### config.mk
export PLATFORM = sky130hd
export DESIGN_NAME = cnss_ctrl
export DESIGN_NICKNAME = d
export VERILOG_FILES = /design/src/hw/rtl/covariance_norm_shape_split_top_macros.svh /design/src/hw/rtl/cnss_pkg.sv /design/src/hw/rtl/cnss_ctrl.sv
export SDC_FILE = /design/constraint.sdc
export NUM_CORES = 1
export LEC_CHECK = 0
export BUFFER_PORTS_ARGS = -buffer_cell sky130_fd_sc_hd__buf_2
export CAP_MARGIN = 5
export CORE_MARGIN = 3
export CORE_UTILIZATION = 25
export DETAILED_ROUTE_END_ITERATION = 12
export SLEW_MARGIN = 0
export SYNTH_ARGS = -nofsm -noshare
export SYNTH_HDL_FRONTEND = slang
export SYNTH_SLANG_ARGS = --single-unit
export TNS_END_PERCENT = 10
### constraint.sdc
create_clock -name clk_i -period 2.6 [get_ports clk_i]
set_clock_uncertainty 0.1 [all_clocks]
set_input_delay 0.52 -clock clk_i [delete_from_list [all_inputs] [get_ports clk_i]]
set_output_delay 0.52 -clock clk_i [all_outputs]
set_load 0.01 [all_outputs]
### src/hw/rtl/covariance_norm_shape_split_top_macros.svh
// assertion macros for the covariance norm/shape split block
`ifndef COVARIANCE_NORM_SHAPE_SPLIT_TOP_MACROS_SVH
`define COVARIANCE_NORM_SHAPE_SPLIT_TOP_MACROS_SVH

// checked only while out of reset
`define CNSS_ASSERT(lbl, prop, msg) \
  lbl: assert property (@(posedge clk_i) disable iff (!rst_ni) (prop)) else $error(msg);

// post is checked in the cycle after pre
`define CNSS_ASSERT_NEXT(lbl, pre, post, msg) \
  lbl: assert property (@(posedge clk_i) disable iff (!rst_ni) (pre) |=> (post)) \
    else $error(msg);

`endif

### src/hw/rtl/cnss_pkg.sv
// shared types, constants and micro-op table of the covariance norm/shape split
package cnss_pkg;

  localparam int unsigned NBINS_DEF = 32;
  localparam int unsigned IDX_W     = 5;
  localparam int unsigned BIN_W     = 6;
  localparam logic [BIN_W-1:0] BINS_RST = 6'd32;
  localparam int unsigned VAL_W     = 32;
  localparam int unsigned SUM_W     = 37;
  localparam int unsigned TOT_W     = 42;
  localparam int unsigned OUT_W     = 40;
  localparam int unsigned MA_W      = 104;
  localparam int unsigned MB_W      = 42;
  localparam int unsigned DEN_W     = 73;
  localparam int unsigned ACC_W     = 106;
  localparam int unsigned CNT_W     = 7;
  localparam logic [CNT_W-1:0] MUL_STEPS = 7'd42;
  localparam logic [CNT_W-1:0] DIV_STEPS = 7'd104;
  localparam int unsigned UIDX_W    = 4;

  typedef enum logic [1:0] {
    OP_CLEAR = 2'd0,
    OP_PRED  = 2'd1,
    OP_MAT   = 2'd2,
    OP_QUERY = 2'd3
  } op_e;

  typedef enum logic [1:0] {
    ST_OK   = 2'd0,
    ST_ZERO = 2'd1,
    ST_SAT  = 2'd2
  } status_e;

  typedef enum logic [3:0] {
    S_IDLE,
    S_LD_WR,
    S_Q_RD0,
    S_Q_RD1,
    S_EXEC,
    S_WAIT,
    S_FIN
  } state_e;

  typedef enum logic [2:0] {
    U_MUL,
    U_DIV,
    U_ACC,
    U_TSQ,
    U_END
  } ukind_e;

  typedef enum logic [2:0] {
    MS_NJ_RI,
    MS_NI_CJ,
    MS_T_T,
    MS_NI_NJ,
    MS_P_S
  } mul_sel_e;

  typedef enum logic {
    DS_T,
    DS_TSQ
  } div_sel_e;

  typedef enum logic [1:0] {
    AS_A,
    AS_B,
    AS_C
  } acc_sel_e;

  typedef struct packed {
    ukind_e   kind;
    mul_sel_e mul_sel;
    div_sel_e div_sel;
    acc_sel_e acc_sel;
  } uop_t;

  typedef struct packed {
    logic     cap;
    logic     pred_rd_j;
    logic     clear;
    logic     pred_wr;
    logic     mat_wr;
    logic     sums_wr;
    logic     cap_rd0;
    logic     cap_rd1;
    logic     mul_go;
    logic     div_go;
    logic     acc_add;
    logic     tsq_ld;
    mul_sel_e mul_sel;
    div_sel_e div_sel;
    acc_sel_e acc_sel;
    logic     out_ld;
  } cmd_t;

  typedef struct packed {
    op_e  op;
    logic ok_i;
    logic ok_ij;
    logic t_zero;
    logic busy;
    logic out_full;
    logic out_take;
  } sts_t;

  // query micro-program: a, b, then t^2 and the grand-total term
  function automatic uop_t cnss_uop(input logic [UIDX_W-1:0] idx);
    uop_t u;
    u.kind    = U_END;
    u.mul_sel = MS_NJ_RI;
    u.div_sel = DS_T;
    u.acc_sel = AS_A;
    case (idx)
      4'd0:  begin u.kind = U_MUL; u.mul_sel = MS_NJ_RI; end
      4'd1:  begin u.kind = U_DIV; u.div_sel = DS_T;     end
      4'd2:  begin u.kind = U_ACC; u.acc_sel = AS_A;     end
      4'd3:  begin u.kind = U_MUL; u.mul_sel = MS_NI_CJ; end
      4'd4:  begin u.kind = U_DIV; u.div_sel = DS_T;     end
      4'd5:  begin u.kind = U_ACC; u.acc_sel = AS_B;     end
      4'd6:  begin u.kind = U_MUL; u.mul_sel = MS_T_T;   end
      4'd7:  begin u.kind = U_TSQ;                       end
      4'd8:  begin u.kind = U_MUL; u.mul_sel = MS_NI_NJ; end
      4'd9:  begin u.kind = U_MUL; u.mul_sel = MS_P_S;   end
      4'd10: begin u.kind = U_DIV; u.div_sel = DS_TSQ;   end
      4'd11: begin u.kind = U_ACC; u.acc_sel = AS_C;     end
      default: begin u.kind = U_END; end
    endcase
    return u;
  endfunction

endpackage

### src/hw/rtl/cnss_ctrl.sv
// controller: item decode and query micro-program sequencer
module cnss_ctrl (
  input  logic          clk_i,
  input  logic          rst_ni,
  input  logic          in_valid_i,
  output logic          in_stall_o,
  input  cnss_pkg::sts_t sts_i,
  output cnss_pkg::cmd_t cmd_o
);
  import cnss_pkg::*;

  state_e              state_q, state_d;
  logic [UIDX_W-1:0]   uidx_q, uidx_d;
  uop_t                uop;
  logic                acc;

  assign uop = cnss_uop(uidx_q);
  assign acc = in_valid_i && (state_q == S_IDLE);

  always_ff @(posedge clk_i or negedge rst_ni) begin
    if (!rst_ni) begin
      state_q <= S_IDLE;
      uidx_q  <= '0;
    end else begin
      state_q <= state_d;
      uidx_q  <= uidx_d;
    end
  end

  // next state
  always_comb begin
    state_d = state_q;
    uidx_d  = uidx_q;
    case (state_q)
      S_IDLE: begin
        if (acc && sts_i.ok_ij && (sts_i.op == OP_MAT)) begin
          state_d = S_LD_WR;
        end else if (acc && sts_i.ok_ij && (sts_i.op == OP_QUERY)) begin
          state_d = S_Q_RD0;
        end
      end
      S_LD_WR: state_d = S_IDLE;
      S_Q_RD0: state_d = S_Q_RD1;
      S_Q_RD1: begin
        uidx_d  = '0;
        state_d = sts_i.t_zero ? S_FIN : S_EXEC;
      end
      S_EXEC: begin
        case (uop.kind)
          U_MUL, U_DIV: state_d = S_WAIT;
          U_ACC, U_TSQ: uidx_d = uidx_q + 1'b1;
          default:      state_d = S_FIN;
        endcase
      end
      S_WAIT: begin
        if (!sts_i.busy) begin
          state_d = S_EXEC;
          uidx_d  = uidx_q + 1'b1;
        end
      end
      S_FIN: begin
        if (!sts_i.out_full || sts_i.out_take) begin
          state_d = S_IDLE;
        end
      end
      default: state_d = S_IDLE;
    endcase
  end

  // outputs
  always_comb begin
    cmd_o         = '0;
    cmd_o.mul_sel = uop.mul_sel;
    cmd_o.div_sel = uop.div_sel;
    cmd_o.acc_sel = uop.acc_sel;
    in_stall_o    = (state_q != S_IDLE);
    case (state_q)
      S_IDLE: begin
        if (acc) begin
          cmd_o.cap = 1'b1;
          case (sts_i.op)
            OP_CLEAR: cmd_o.clear   = 1'b1;
            OP_PRED:  cmd_o.pred_wr = sts_i.ok_i;
            OP_MAT:   cmd_o.mat_wr  = sts_i.ok_ij;
            default:  ;
          endcase
        end
      end
      S_LD_WR: cmd_o.sums_wr = 1'b1;
      S_Q_RD0: begin
        cmd_o.cap_rd0   = 1'b1;
        cmd_o.pred_rd_j = 1'b1;
      end
      S_Q_RD1: cmd_o.cap_rd1 = 1'b1;
      S_EXEC: begin
        case (uop.kind)
          U_MUL:   cmd_o.mul_go  = 1'b1;
          U_DIV:   cmd_o.div_go  = 1'b1;
          U_ACC:   cmd_o.acc_add = 1'b1;
          U_TSQ:   cmd_o.tsq_ld  = 1'b1;
          default: ;
        endcase
      end
      S_FIN: cmd_o.out_ld = !sts_i.out_full || sts_i.out_take;
      default: ;
    endcase
  end

endmodule

==> impl_metrics.yaml <==
global_routing:
  gr-usage-met3_pct: 3.922
  antenna_found_initial: 0
  grt_max_degree: 16
  grt.total_usage_pct: 10.54
  grt_pass1_wl_mm: 3.553
  use_met2_pct: 17.26
  busiest_layer: "met2"
  grtUsageMet1_pct: 13.36
  grt_pass1_vias: 811
  gr-total-overflow: 0
place:
  dp_hpwl_mm: 1.609
  io_buffer_count: 30
  gp_congestion: 0.8121
  place_worst_setup_slack_ps: 182.7
route:
  ant_nets: 0
  route.detailed.drc: 0
  vias: 884
  wl_per_cell_um: 10.98
  drt_iter0_markers: 76
  firstDrtPassIters: 5
  drt_wl_total_mm: 2.053
  viasPerCell: 4.727
floorplanning:
  die_w_um: 63.13
  start_util_pct: 26.50
  rows: 20
  die_height_um: 63.13
  ios: 31
  dieArea_sq_um: 3985
  core_area_sq_um: 3078
synth:
  yosysUniqueCellTypes: 37
  synth_compound_area_share_pct: 25.31
  synth_nets: 129
  yosysWarnings: 0
  synthXorXnorAreaFrac_pct: 0
  ys_seq_elements: 7
  synth.avg_cell_area_sq_um: 7.156
  synth_edf_count: 0
  synth_mux_area_share_pct: 3.834
  synth_fa_ha_area_share_pct: 6.135
  synthSimpleGateAreaFrac_pct: 32.06
  syn_area_sq_um: 815.8
  synth-seq-area-share_pct: 21.47
  syn_inst: 114
  synth_flop_cell: "dfrtp_1"
  ys_async_sr_fraction_pct: 100.0
  synth_top_family_by_area: "simple AND/OR/NAND/NOR gates"
hold_path:
  worst_hold_path_type: "reg2reg"
clock_tree:
  cts_tree: "built"
  htreeDepth: 1
  clkTransAtPathRegs_ps: 50
  clk_latency_ps: 250
  cts.sinks: 7
  cts_buffers: 3
  root_buffer: "clkbuf_4"
  cts_max_path_buffers: 2
  cts_setup_buffers: 0
sta:
  maxSlewHeadroom_pct: 78.63
  finalCriticalPeriod_ps: 2457
  final-max-slew-violation-count: 0
  setup_viol: 0
  fmax_mhz: 407.0
  rsz0062_at_grt: "true"
  fin_ws_ps: 143.2
  worst_slew_pin_slew_ps: 320.5
  period_share_pct: 94.49
  hold_viol_final: 0
status:
  status: "finished clean"
layout:
  area_growth_syn_to_layout_pct: 27.76
  fin_util_pct: 33.86
  layout_commonest_cell: "buf_2"
  num_antenna_cells: 0
  fin_nets: 159
  layout_common_cells: "buf_2, nor2_1, nand2_1"
  drive_gt1_share_pct: 30.07
power_and_ir_drop:
  p_sw_share_pct: 49.63
  total_power_uw: 1107
  pwr-share-seq_pct: 20.8
  max-vdd-ir-drop_uv: 435.1
  power.density_nw_per_um2: 1062
  pwr-share-comb_pct: 70.4
  p_sw_uw: 549.2
  power.leakage_uw: 0.0005354
  clkPwrFrac_pct: 8.8
  p_int_uw: 557.3
worst_setup_path:
  cp_data_required_time_ps: 1980
  cp_max_fo: 8
  arrival_ps: 1840
  worstSetupStartpointType: "register"
  path_class: "reg2out"
  endpoint_kind: "primary output"
job:
  cap_viol_max_count: 0
==> cell families (layout without fill, tap and decap cells) <==
family | count (synthesis) | after routing
and+or+nand+nor | 51 | 51
AOI/OAI and AO/OA | 31 | 31
buffers and inverters | 18 | 47
DFF | 7 | 7
adders and majority gates | 4 | 4
muxes | 3 | 3
==> power by group through the flow <==
stage               combinational (uW)  sequential (uW)  clock (uW)
detailed placement                 751              227           0
global route                       876              243         111
CTS                                768              225         105
global placement                   738              222           0
floorplan                          635              183           0
finish                             779              230        97.9
==> registers in the layout, indices dropped and copies added, names as in the netlist <==
signal,count
uidx_q,4
state_q,3
==> cell type report <==
class,count,area (sq um)
Sequential cell,7,175.2
Clock buffer,4,26.28
Inverter,10,37.54
Multi-Input combinational cell,89,573.1
Tap cell,44,55.05
Fill cell,340,2036
Timing Repair Buffer,33,175.2
==> metrics by stage <==
stage / setup TNS (ps) / instances / hold slack (ps) / cell area [sq um]
5_1_grt: -15.76 / 187 / 441.1 / 1042
6_report: 0 / 187 / 418.5 / 1042
3_5_place_dp: 0 / 182 / 267.3 / 982.2
2_1_floorplan: 0 / 114 / 124.4 / 815.8
3_3_place_gp: 0 / 182 / 264.0 / 982.2
4_1_cts: 0 / 187 / 418.5 / 1027
==> cells in the mapped netlist (all sizes together) (2+ instances only) <==
| cell | n | area share [%] |
|---|---|---|
| nand2b | 5 | 4.8 |
| nand3 | 3 | 1.8 |
| a21oi | 7 | 4.3 |
| o211ai | 2 | 1.8 |
| o32a | 2 | 2.5 |
| nor3 | 9 | 6.1 |
| o21a | 2 | 1.8 |
| and2 | 3 | 2.3 |
| nor2 | 12 | 5.5 |
| buf | 5 | 5.2 |
| clkbuf | 3 | 1.4 |
| ha | 4 | 6.1 |
| o21ai | 10 | 6.1 |
| inv | 10 | 4.6 |
| nand2 | 12 | 5.5 |
| or3 | 2 | 1.5 |
| mux2i | 2 | 2.5 |
| dfrtp | 7 | 21 |
==> worst max-delay path, stage by stage, from the launching register on <==
cell and delay [ps]:
dfrtp_1 410, inv_1 140, ha_4 190, nand2b_1 120, a21oi_2 80, a211oi_2 260, nand2b_1 200, nor2_1 60
buf_2 130
==> worst paths after layout <==
kind,startpoint,end,slack (ps),cells after the start
worst min register to register,uidx_q[3],uidx_q[3],420,1
min in group asynchronous,rst_ni,uidx_q[1],530,2
worst max-delay path,uidx_q[1],cmd_o[10],140,8
worst min-delay path,uidx_q[3],uidx_q[3],420,1
max in group asynchronous,rst_ni,state_q[0],1710,2
worst max register to register,uidx_q[0],uidx_q[1],500,7
==> routing by layer <==
metal | vias to the layer above | routed length [um]
met3 | 0 | 168
met4 | 0 | 0
met5 | - | 0
met2 | 35 | 944
li1 | 455 | -
met1 | 394 | 939
==> repair_timing <==
action,CTS,global route
pin swaps,0,1
hold buffers,1,0
endpoints found under the setup margin,3,4
gates resized for setup,2,3
endpoints found under the hold margin,7,0
gates cloned,0,0
Note: power is estimated with default switching activity, not from simulation.
